$ cat config.mk
export PLATFORM = sky130hd
export DESIGN_NAME = sus_ctrl
export DESIGN_NICKNAME = d
export VERILOG_FILES = /design/src/sv/sus_pkg.sv /design/src/sv/sus_ctrl.sv
export SDC_FILE = /design/constraint.sdc
export NUM_CORES = 1
export LEC_CHECK = 0
export ABC_AREA = 1
export BUFFER_PORTS_ARGS = -buffer_cell sky130_fd_sc_hd__buf_2
export CORE_ASPECT_RATIO = 0.75
export CORE_UTILIZATION = 35
export DETAILED_ROUTE_END_ITERATION = 16
export PLACE_DENSITY = 0.6
export REMOVE_ABC_BUFFERS = 1
export SLEW_MARGIN = 20
export SYNTH_ARGS = -nofsm -noshare
export SYNTH_HDL_FRONTEND = slang
export SYNTH_SLANG_ARGS = --single-unit
$ cat constraint.sdc
create_clock -name i_clk -period 1.35 [get_ports i_clk]
set_clock_uncertainty 0.05 [all_clocks]
set_input_delay 0.135 -clock i_clk [delete_from_list [all_inputs] [get_ports i_clk]]
set_output_delay 0.135 -clock i_clk [all_outputs]
set_load 0.03 [all_outputs]
$ cat src/sv/sus_pkg.sv
package sus_pkg;

    // Input beat: one operation on the table.
    typedef struct packed {
        logic [2:0]  kind;
        logic [31:0] key;
        logic [7:0]  index;
    } t_in_item;

    // Output beat: the result of one operation.
    typedef struct packed {
        logic [1:0]  status;
        logic [31:0] key_out;
        logic        found;
        logic [7:0]  index_out;
        logic [8:0]  count;
    } t_out_item;

    // Operation kinds.
    localparam logic [2:0] KIND_INSERT   = 3'd0;
    localparam logic [2:0] KIND_APPEND   = 3'd1;
    localparam logic [2:0] KIND_GET      = 3'd2;
    localparam logic [2:0] KIND_INDEX_OF = 3'd3;
    localparam logic [2:0] KIND_MARK     = 3'd4;
    localparam logic [2:0] KIND_SWEEP    = 3'd5;
    localparam logic [2:0] KIND_CLEAR    = 3'd6;

    // Result status codes.
    localparam logic [1:0] STAT_OK        = 2'd0;
    localparam logic [1:0] STAT_FULL      = 2'd1;
    localparam logic [1:0] STAT_BAD_INDEX = 2'd2;

    // Datapath commands, one per cycle from the controller.
    typedef logic [4:0] t_cmd;
    localparam t_cmd CMD_NONE       = 5'd0;
    localparam t_cmd CMD_LOAD       = 5'd1;
    localparam t_cmd CMD_INS_FIRST  = 5'd2;
    localparam t_cmd CMD_SRCH_INIT  = 5'd3;
    localparam t_cmd CMD_APPEND     = 5'd4;
    localparam t_cmd CMD_SET_FULL   = 5'd5;
    localparam t_cmd CMD_SET_BAD    = 5'd6;
    localparam t_cmd CMD_GET_RD     = 5'd7;
    localparam t_cmd CMD_GET_OUT    = 5'd8;
    localparam t_cmd CMD_SCAN_INIT  = 5'd9;
    localparam t_cmd CMD_SCAN       = 5'd10;
    localparam t_cmd CMD_MARK       = 5'd11;
    localparam t_cmd CMD_SWEEP_INIT = 5'd12;
    localparam t_cmd CMD_SWEEP      = 5'd13;
    localparam t_cmd CMD_SWEEP_END  = 5'd14;
    localparam t_cmd CMD_CLEAR      = 5'd15;
    localparam t_cmd CMD_MID_RD     = 5'd16;
    localparam t_cmd CMD_MID_CMP    = 5'd17;
    localparam t_cmd CMD_LIN_RD     = 5'd18;
    localparam t_cmd CMD_LIN_CMP    = 5'd19;
    localparam t_cmd CMD_SHIFT_INIT = 5'd20;
    localparam t_cmd CMD_SHIFT      = 5'd21;
    localparam t_cmd CMD_PLACE      = 5'd22;
    localparam t_cmd CMD_EMIT       = 5'd23;

    // Status flags from the datapath to the controller.
    typedef struct packed {
        logic [2:0] kind;
        logic       cnt_zero;
        logic       full;
        logic       idx_ge_cnt;
        logic       idx_gt_cnt;
        logic       wide;
        logic       lo_lt_hi;
        logic       key_eq;
        logic       key_lt;
        logic       scan_hit;
        logic       walk_end;
        logic       shift_end;
        logic       out_free;
    } t_dp_stat;

endpackage

$ cat src/sv/sus_ctrl.sv
module sus_ctrl (
    input  logic             i_clk,
    input  logic             i_rst_n,
    input  logic             i_valid,
    output logic             o_ready,
    input  sus_pkg::t_dp_stat i_stat,
    output sus_pkg::t_cmd    o_cmd
);
    import sus_pkg::*;

    localparam logic [3:0] S_IDLE   = 4'd0;
    localparam logic [3:0] S_DECODE = 4'd1;
    localparam logic [3:0] S_SRCH   = 4'd2;
    localparam logic [3:0] S_SCMP   = 4'd3;
    localparam logic [3:0] S_LCMP   = 4'd4;
    localparam logic [3:0] S_PLACE  = 4'd5;
    localparam logic [3:0] S_SHIFT  = 4'd6;
    localparam logic [3:0] S_GET    = 4'd7;
    localparam logic [3:0] S_SCAN   = 4'd8;
    localparam logic [3:0] S_SWEEP  = 4'd9;
    localparam logic [3:0] S_DONE   = 4'd10;

    logic [3:0] r_state;
    logic [3:0] n_state;

    // Next state and the command for this cycle.
    always_comb begin
        n_state = r_state;
        o_cmd   = CMD_NONE;
        case (r_state)
            S_IDLE: begin
                if (i_valid) begin
                    o_cmd   = CMD_LOAD;
                    n_state = S_DECODE;
                end
            end
            S_DECODE: begin
                n_state = S_DONE;
                case (i_stat.kind)
                    KIND_INSERT: begin
                        if (i_stat.cnt_zero) begin
                            o_cmd = CMD_INS_FIRST;
                        end else begin
                            o_cmd   = CMD_SRCH_INIT;
                            n_state = S_SRCH;
                        end
                    end
                    KIND_APPEND: begin
                        o_cmd = i_stat.full ? CMD_SET_FULL : CMD_APPEND;
                    end
                    KIND_GET: begin
                        if (i_stat.idx_ge_cnt) begin
                            o_cmd = CMD_SET_BAD;
                        end else begin
                            o_cmd   = CMD_GET_RD;
                            n_state = S_GET;
                        end
                    end
                    KIND_INDEX_OF: begin
                        if (i_stat.idx_gt_cnt) begin
                            o_cmd = CMD_SET_BAD;
                        end else begin
                            o_cmd   = CMD_SCAN_INIT;
                            n_state = S_SCAN;
                        end
                    end
                    KIND_MARK: begin
                        o_cmd = i_stat.idx_ge_cnt ? CMD_SET_BAD : CMD_MARK;
                    end
                    KIND_SWEEP: begin
                        o_cmd   = CMD_SWEEP_INIT;
                        n_state = S_SWEEP;
                    end
                    KIND_CLEAR: begin
                        o_cmd = CMD_CLEAR;
                    end
                    default: begin
                        o_cmd = CMD_NONE;
                    end
                endcase
            end
            // Halving while more than two slots remain, then linear probes.
            S_SRCH: begin
                if (i_stat.wide) begin
                    o_cmd   = CMD_MID_RD;
                    n_state = S_SCMP;
                end else if (i_stat.lo_lt_hi) begin
                    o_cmd   = CMD_LIN_RD;
                    n_state = S_LCMP;
                end else begin
                    n_state = S_PLACE;
                end
            end
            S_SCMP: begin
                o_cmd   = CMD_MID_CMP;
                n_state = i_stat.key_eq ? S_DONE : S_SRCH;
            end
            S_LCMP: begin
                o_cmd = CMD_LIN_CMP;
                if (i_stat.key_eq) begin
                    n_state = S_DONE;
                end else if (i_stat.key_lt) begin
                    n_state = S_PLACE;
                end else begin
                    n_state = S_SRCH;
                end
            end
            // A duplicate was ruled out; now check room before shifting.
            S_PLACE: begin
                if (i_stat.full) begin
                    o_cmd   = CMD_SET_FULL;
                    n_state = S_DONE;
                end else begin
                    o_cmd   = CMD_SHIFT_INIT;
                    n_state = S_SHIFT;
                end
            end
            S_SHIFT: begin
                if (i_stat.shift_end) begin
                    o_cmd   = CMD_PLACE;
                    n_state = S_DONE;
                end else begin
                    o_cmd = CMD_SHIFT;
                end
            end
            S_GET: begin
                o_cmd   = CMD_GET_OUT;
                n_state = S_DONE;
            end
            S_SCAN: begin
                o_cmd = CMD_SCAN;
                if (i_stat.scan_hit || i_stat.walk_end) begin
                    n_state = S_DONE;
                end
            end
            S_SWEEP: begin
                if (i_stat.walk_end) begin
                    o_cmd   = CMD_SWEEP_END;
                    n_state = S_DONE;
                end else begin
                    o_cmd = CMD_SWEEP;
                end
            end
            S_DONE: begin
                if (i_stat.out_free) begin
                    o_cmd   = CMD_EMIT;
                    n_state = S_IDLE;
                end
            end
            default: begin
                n_state = S_IDLE;
            end
        endcase
    end

    // State register.
    always_ff @(posedge i_clk) begin
        if (!i_rst_n) begin
            r_state <= S_IDLE;
        end else begin
            r_state <= n_state;
        end
    end

    assign o_ready = (r_state == S_IDLE);

endmodule

# Word-level counts from Yosys, hierarchy flattened
# Cells that the tools add are included.
# word_totals
wordCells	56
regBits	4
inputBits	18
out_inout_bits	6
# classes
eq_ne	21
reduce_logical	4
muxes	30
# ops
cell	n
$pmux W5 S11	1
$mux W4	12
$pmux W4 S11	1
$pmux W5 S7	1
$mux W5	4
$eq A4 B3 Y1 const B	4
$pmux W4 S4	1
$eq A4 B4 Y1 const B	3
$ne A2 B2 Y1 const B	5
$eq A3 B3 Y1 const B	3
$eq A4 B2 Y1 const B	2
$eq A3 B2 Y1 const B	2
$mux W2	3
$mux W3	2
$mux W1	5
$reduce_and A5 Y1	1
$eq A4 B1 Y1 const B	1
$logic_not A4 Y1	1
$eq A3 B1 Y1 const B	1
$logic_not A3 Y1	1
$logic_or A1 B1 Y1	1

# Longest topological paths before layout
# Gate-level depths: netlist of run 1.
# logic_depth
depth_word	3
depth_mapped	9
depth_no_buf	8

# Least setup slack after synthesis of run 1
# Ideal clock, no wire load.
# synth_timing
path_kind	reg-to-output
startpoint	register r_state[2]
endpoint	output port o_cmd[1]
required_time_ps	1165
stages_incl_launch_ff	6
arrival_time_ps	1384
path_buffers	0
setup_slack_ps	-219
cell_sequence	dfxtp_1 > nor2_2 > inv_2 > nor2_1 > nand2_1 > o2111ai_1
# synth_via
elab_chain_len	2
elab_cells_between_ends	12
cone_classes	10 x eq/ne; 1 x mux; 1 x reduce/logical
# synth_rtl
element	line_no	source
from (decl)	sus_ctrl.sv:23	logic [3:0] r_state;
from (signal assigned)	sus_ctrl.sv:161	r_state <= n_state;
$eq A4 B4 Y1 (tied with other cells)	sus_ctrl.sv:30	case (r_state)
$pmux W5 S11 *	sus_ctrl.sv:30	
to (decl)	sus_ctrl.sv:7	output sus_pkg::t_cmd o_cmd
# Mark *: on every way between the ends. The rest lies on a longest branch, timed or not.

# Worst setup path in the final report of run 1
# layout_timing
startpoint	register r_state[2]
endpoint	output port o_cmd[0]
# The elaborated chain is that of the path after synthesis.

==> out/qor.csv, run 1 <==
stage,metric,value,unit
floorplanning,core area,1789,µm²
cells_and_area,final non-filler cell total,200,
critical_path,Worst Path Required,1.16,ns
global_route,GRT Total Usage,28.36,%
critical_path,family with the most delay on the worst path,simple AND/OR/NAND/NOR gates,
power,Max VDD drop,1.270,mV
floorplanning,Die X-Extent,53.25,µm
sta,Final Hold Vio Count,0,
status,failing checks,setup timing,
cells_and_area,Filler Cells Inserted,165,
routing,DR vias,1080,
routing,Initial DRC Count,53,
sta,setup violators final,10,
sta,Final period util,124.4,%
cells_and_area,"leading cell type in the layout, fill and taps excluded",nand2_1,
sta,RSZ-0062 raised after global routing,true,
cells_and_area,Inserted Diodes,0,
global_route,grt total ovfl,0,
global_route,first-pass GRT wire length,4.209,mm
cells_and_area,share of cells above drive strength 1,51.12,%
critical_path,crit path kind,flip-flop to primary output,
logic_synthesis,Mapped Cells,128,
placed_design,Post-DP Area,1012,µm²
floorplanning,# rows,13,
clocking,clock slew seen by the registers of the worst setup and hold paths,0.04,ns
placed_design,Final GP Congestion,0.9219,
cells_and_area,Largest register FFs,4,
global_route,number of global-route vias before repair,960,
sta,Worst-Margin Slew,0.2698,ns
logic_synthesis,Mapped Area,689.4,µm²
sta,final setup margin,-0.3291,ns
logic_synthesis,Yosys reg bits,4,
critical_path,Critical Path Start Type,flip-flop,
critical_path,worst-path fanout max,5,
routing,Wirelength per Cell,13.06,µm
critical_path,CP Cell Sequence,"buf_6, inv_4, nor2_4, nand3b_1, nand2_2, nor4_2, nand2_1, buf_6",
sta,max-slew violation count,0,
clocking,clock sink total,4,
clocking,worst skew pair latency,0.24,ns
clocking,H-Tree Depth,1,
power,PD cells,2088,nW/µm²
clocking,CTS root buf,clkbuf_4,
sta,Fmax achieved,0.5955,GHz
critical_path,Most common cell on crit path,buf_6,
floorplanning,initial core utilization,38.53,%
critical_path,Worst setup EP type,primary output,
status,status,"complete, but fails checks",
logic_synthesis,Yosys Warn Count,0,
logic_synthesis,sequential area share after synthesis,11.62,%
cells_and_area,"Area growth, synth to finish",71.87,%
critical_path,R2R setup slack,-0.08,ns
sta,post-layout min period,1.679,ns
job,Max-cap violations,0,
critical_path,"Arr. time, crit path",1.49,ns
clocking,cts bufs inserted,3,
routing,Antenna Nets Post-Route,0,
critical_path,"slowest stage delay, CP",0.36,ns
placed_design,final HPWL from detailed placement,1.954,mm
power,Static Leakage,0.6310,nW
cells_and_area,Biggest register,r_state,
floorplanning,die footprint,2153,µm²
routing,total length of routed wires,2.611,mm
critical_path,CP max stage cell,dfxtp_4,
cells_and_area,cell area after layout,1185,µm²
sta,setup TNS,-1.570,ns
logic_synthesis,post-synthesis cell type count,23,
sta,Slew HR,81.83,%
cells_and_area,post-layout net count,198,
floorplanning,Die Y,40.44,µm
global_route,initial antenna violation count,0,
placed_design,setup slack at placement,-0.1357,ns
routing,via/cell ratio,5.400,
routing,1st-pass router iterations,4,
cells_and_area,biggest regs,r_state x4,
critical_path,CP Buf/Inv Count,3,
routing,DRC violations left,0,
clocking,CTS tree,built,
clocking,clock buffer depth,2,
cells_and_area,most frequent cells in the layout,"nand2_1 (28), buf_4 (21), buf_2 (17)",
placed_design,port bufs,23,
min_path,worst min path class,primary input to flip-flop,
placed_design,Inst Count DP,195,
global_route,pin count of the biggest net entering global routing,9,
floorplanning,Ports,24,
logic_synthesis,average size of a mapped cell,5.386,µm²
-- through the flow --
| step | utilization [%] | total power (W) | hold slack, ns |
|---|---|---|---|
| floorplan | - | 0.001262 | 0.2554 |
| global placement | 56.57 | 0.001871 | 0.3710 |
| detailed placement | 56.57 | 0.001882 | 0.3700 |
| CTS | 64.34 | 0.002386 | 0.1179 |
| global route | 66.22 | 0.002643 | 0.1464 |
| finish | 66.22 | 0.002474 | 0.1199 |
-- routing by layer --
metal | wire length, µm | GRT usage [%] | part of all wire (%)
met1 | 1206 | 37.23 | 46
met2 | 1095 | 44.38 | 42
met3 | 242 | 4.545 | 9.3
met4 | 66 | 15.79 | 2.5
met5 | 0 | 0 | 0
-- cells in the mapped netlist --
master | number | share of area, %
a21oi_1 | 5 | 3.6
nor2_4 | 4 | 6.5
o21ai_0 | 5 | 3.6
and2_1 | 1 | 0.91
nor4_1 | 1 | 0.91
nor3_1 | 1 | 0.73
dfxtp_1 | 4 | 12
nor2_2 | 4 | 3.6
nand3_2 | 2 | 2.9
o21ai_2 | 1 | 1.3
buf_2 | 1 | 0.73
nand4_1 | 6 | 5.4
a21oi_2 | 1 | 1.3
a211oi_1 | 1 | 1.1
o211ai_1 | 1 | 1.1
nand3b_1 | 2 | 2.2
o2111ai_1 | 1 | 1.3
inv_2 | 7 | 3.8
nor2_1 | 12 | 6.5
nand3_1 | 17 | 12
inv_1 | 15 | 8.2
nand2_2 | 2 | 1.8
nand2_1 | 34 | 19
-- area by class of cell --
class	instances	area [µm²]	area share, %
well taps	22	27.53	2.323
clock buffers	3	22.52	1.901
multi-input cells	101	590.6	49.84
inverters	22	87.58	7.392
flip-flops and latches	4	92.59	7.814
repair buffers	48	364.1	30.73
-- kinds of logic after synthesis --
| family | share of synthesized area (%) |
|---|---|
| AOI/OAI and AO/OA | 13.25 |
| and+or+nand+nor | 62.43 |
| buffers and inverters | 12.70 |
| DFF | 11.62 |
-- what timing repair did --
item / CTS / global route
pin swaps: 11 / 7
gates resized for setup: 33 / 10
endpoints found under the setup margin: 10 / 10
buffers inserted: 3 / 1
hold buffers: 0 / 0
-- worst paths after layout --
kind | startpoint | endpoint | depth (start not counted)
min | i_rst_n | r_state[3] | 3
min reg2reg | r_state[3] | r_state[3] | 3
max | r_state[2] | o_cmd[0] | 8
max reg2reg | r_state[2] | r_state[0] | 9
-- power breakdown --
group / total [W] / leakage [nW] / switching, W / internal, W
Clock: 0.000154 / 0.0138 / 0.0000540 / 0.0000997
Sequential: 0.000269 / 0.0353 / 0.0000812 / 0.000187
Combinational: 0.00205 / 0.582 / 0.00117 / 0.000879
-- tightest hold or removal path: cells and delay by family --
family          cells  cell delay (ns)
compound gates      1             0.10
buf+inv             2             0.14
No activity file was read; power rests on OpenSTA's default activity.
==> run 2: changes to the inputs <==
- ABC_AREA: 1 -> not set
- BUFFER_PORTS_ARGS: -buffer_cell sky130_fd_sc_hd__buf_2 -> -buffer_cell sky130_fd_sc_hd__clkbuf_2
==> run 2 against run 1 <==
The run still ends with setup timing left. Sequential power hardly changed. Critical path type unchanged. Non-clock buffer count is 21 higher. Maximum frequency is 0.55% lower. Largest cell class unchanged. Highest routed layer unchanged. Register-to-register slack worse by 0.17 ns.
==> out/qor.csv, run 2 <==
stage,metric,value,unit,change
min_path,HP Start,i_rst_n,,
clocking,H-Tree Depth,1,,unchanged
cells_and_area,"Area growth, synth to finish",90.29,%,
sta,final setup margin,-0.3384,ns,-0.009234 ns
clocking,cts bufs inserted,3,,unchanged
routing,Antenna Nets Post-Route,0,,unchanged
placed_design,setup slack at placement,-0.2248,ns,-0.08910 ns
floorplanning,# rows,13,,unchanged
status,failing checks,setup timing,,
logic_synthesis,ranking of synthesized cells by area,"dfxtp_1 (11%), o21ai_0 (8.9%), nand2b_1 (7.7%), a21oi_1 (6.8%), nor2_1 (5.1%)",,
sta,Worst-Margin Slew,0.5599,ns,+0.2901 ns
cells_and_area,"leading cell type in the layout, fill and taps excluded",buf_4,,
critical_path,Worst Path Required,1.16,ns,about the same
sta,post-layout min period,1.688,ns,+0.009234 ns
critical_path,"Arr. time, crit path",1.50,ns,about the same
critical_path,reg-to-reg critical path startpoint,r_state[1],,
cells_and_area,biggest regs,r_state x4,,
critical_path,"slowest stage delay, CP",0.40,ns,+0.04 ns
logic_synthesis,most common cell in the netlist,o21ai_0,,
critical_path,Worst setup endpoint,o_cmd[0],,
global_route,pin count of the biggest net entering global routing,11,,+2
floorplanning,Die Y,41.67,µm,+3.1%
logic_synthesis,Yosys Warn Count,0,,unchanged
routing,1st-pass router iterations,4,,unchanged
critical_path,CP max stage cell,or3b_4,,
global_route,initial antenna violation count,0,,unchanged
sta,max-slew violation count,0,,unchanged
global_route,grt total ovfl,0,,unchanged
cells_and_area,Inserted Diodes,0,,unchanged
critical_path,crit path kind,flip-flop to primary output,,
logic_synthesis,ys flop type,dfxtp_1,,
power,Total Power,0.002892,W,+17%
job,Max-cap violations,0,,unchanged
sta,RSZ-0062 raised after global routing,true,,
power,Static Leakage,0.6209,nW,-1.6%
critical_path,worst-path fanout max,7,,+2
clocking,worst skew pair latency,0.26,ns,+0.02 ns
sta,Fmax achieved,0.5923,GHz,-0.55%
critical_path,Reg-to-Reg End,r_state[1],,
global_route,number of global-route vias before repair,1121,,+17%
cells_and_area,Filler Cells Inserted,134,,-19%
cells_and_area,most frequent cells in the layout,"buf_4 (45), clkbuf_2 (17), nor2_1 (9)",,
clocking,clock sink total,4,,unchanged
critical_path,Worst setup EP type,primary output,,
routing,Initial DRC Count,75,,+42%
routing,DR vias,1236,,+14%
logic_synthesis,Synth Area in XOR/XNOR,0,%,unchanged
routing,DRC violations left,0,,unchanged
critical_path,CP Cell Sequence,"or3b_4, o32ai_4, a21oi_2, o211ai_1, buf_4",,
critical_path,cells on worst reg2reg path,6,,-3
logic_synthesis,post-synthesis cell type count,37,,+61%
logic_synthesis,sequential area share after synthesis,10.90,%,-0.71 points
floorplanning,Ports,24,,unchanged
floorplanning,initial core utilization,39.61,%,+1.1 points
routing,via/cell ratio,6.089,,+13%
clocking,CTS tree,built,,
logic_synthesis,Yosys reg bits,4,,unchanged
placed_design,final HPWL from detailed placement,2.166,mm,+11%
cells_and_area,cell area after layout,1398,µm²,+18%
logic_synthesis,post-synthesis mux area share,1.363,%,+1.4 points
logic_synthesis,Mapped Cells,118,,-7.8%
logic_synthesis,average size of a mapped cell,6.224,µm²,+16%
min_path,worst min path class,primary input to flip-flop,,
floorplanning,Die X-Extent,54.90,µm,+3.1%
critical_path,Critical Path Start Type,flip-flop,,
clocking,clock slew seen by the registers of the worst setup and hold paths,0.05,ns,about the same
cells_and_area,post-layout util,75.37,%,+9.1 points
clocking,CTS root buf,clkbuf_4,,
logic_synthesis,share of the synthesized area in the top cell type,10.90,%,-7.6 points
sta,Slew HR,62.58,%,-19 points
floorplanning,die footprint,2287,µm²,+6.2%
logic_synthesis,largest family of logic cells by synthesized area,simple AND/OR/NAND/NOR gates,,
routing,Wirelength per Cell,17.69,µm,+36%
status,status,"complete, but fails checks",,
cells_and_area,Biggest register,r_state,,
logic_synthesis,Async SR Flop Fraction,0,%,unchanged
floorplanning,core area,1854,µm²,+3.6%
routing,total length of routed wires,3.591,mm,+38%
logic_synthesis,Post-synth top cells,"o21ai_0 (13), a21oi_1 (10), nor2_1 (10)",,
cells_and_area,share of cells above drive strength 1,55.80,%,+4.7 points
placed_design,port bufs,23,,unchanged
logic_synthesis,adder-cell area share of the yosys netlist,0,%,unchanged
sta,setup violators final,10,,unchanged
sta,Final period util,125.1,%,+0.68 points
logic_synthesis,post-synthesis compound-gate area fraction,39.18,%,+26 points
logic_synthesis,area share of and/or/nand/nor cells after synthesis,39.86,%,-23 points
critical_path,CP startpoint,r_state[1],,
sta,Final Hold Vio Count,0,,unchanged
critical_path,R2R setup slack,-0.25,ns,-0.17 ns
global_route,first-pass GRT wire length,5.112,mm,+21%
placed_design,Post-DP Area,1095,µm²,+8.2%
clocking,clock buffer depth,2,,unchanged
cells_and_area,Largest register FFs,4,,unchanged
global_route,GRT Total Usage,31.25,%,+2.9 points
placed_design,Final GP Congestion,0.8745,,-5.1%
power,Max VDD drop,1.336,mV,+5.2%
logic_synthesis,"EDFF count, synth",0,,unchanged
logic_synthesis,"area leader, netlist",dfxtp_1,,
logic_synthesis,Mapped Area,734.5,µm²,+6.5%
cells_and_area,post-layout net count,201,,+1.5%
power,PD cells,2069,nW/µm²,-0.90%
-- run 2: cell count changes after synthesis, sizes merged, moves of 3 or more --
cell / change
nor2: -10
nand2: -27
nand3: -15
a21oi: +4
buf: +6
nand2b: +9
nor2b: +6
o22ai: +3
nand4: -6
o21ai: +8
nor3: +5
a31oi: +4
inv: -17
-- run 2: layout make-up --
type                            count  area, µm²  area share [%]
Multi-Input combinational cell    100      726.9           52.01
Timing Repair Buffer               69      509.2           36.44
Sequential cell                     4      92.59           6.625
Tap cell                           22      27.53           1.970
Clock buffer                        3      22.52           1.611
Inverter                            5      18.77           1.343
-- run 2: layer usage --
metal / wire length, µm / track usage, % / vias to the layer above / part of all wire (%)
met2: 1641 / 48.67 / 74 / 46
met5: 0 / 0 / - / 0
met1: 1474 / 40.00 / 576 / 41
met3: 321 / 5.861 / 20 / 8.9
li1: - / - / 566 / -
met4: 154 / 15.50 / 0 / 4.3
-- run 2: how the worst min path moves through the flow --
| stage | endpoint | cells after the start | slack [ns] |
|---|---|---|---|
| floorplan | r_state[2] | 1 | 0.21 |
| global placement | r_state[2] | 2 | 0.37 |
| detailed placement | r_state[2] | 2 | 0.37 |
| CTS | r_state[2] | 2 | 0.11 |
| global route | r_state[2] | 2 | 0.12 |
| finish | r_state[2] | 2 | 0.12 |
-- run 2: cells by family after synthesis --
family / after synthesis
AOI/OAI and AO/OA: 46
and+or+nand+nor: 53
buffers and inverters: 14
muxes: 1
DFF: 4
-- run 2: critical path: cells and delay by family (launching register included) --
kind	cells	cell delay, ns
and+or+nand+nor	1	0.40
DFF	1	0.36
buffers and inverters	1	0.19
AOI/OAI and AO/OA	3	0.29
-- run 2: power by group --
group	switching (W)	total, W	internal [W]
Clock	0.0000674	0.000168	0.000101
Sequential	0.0000841	0.000266	0.000182
Combinational	0.00126	0.00246	0.00119
Total	0.00141	0.00289	0.00148
-- run 2: through the flow --
step                      hold WS, ns  cells  setup TNS, ns
after floorplan                0.2129    109         -4.438
after global placement         0.3676    189         -1.166
after detailed placement       0.3703    189         -1.343
after CTS                      0.1076    199         -2.058
after global routing           0.1208    203         -3.218
final                          0.1161    203         -2.519
-- run 2: repair_timing --
action                     CTS  global route
gates resized for setup     48            14
hold buffers                 0             0
pin swaps                   12             8
setup endpoints to repair   10            10
gates cloned                 0             0
setup buffers               34             4
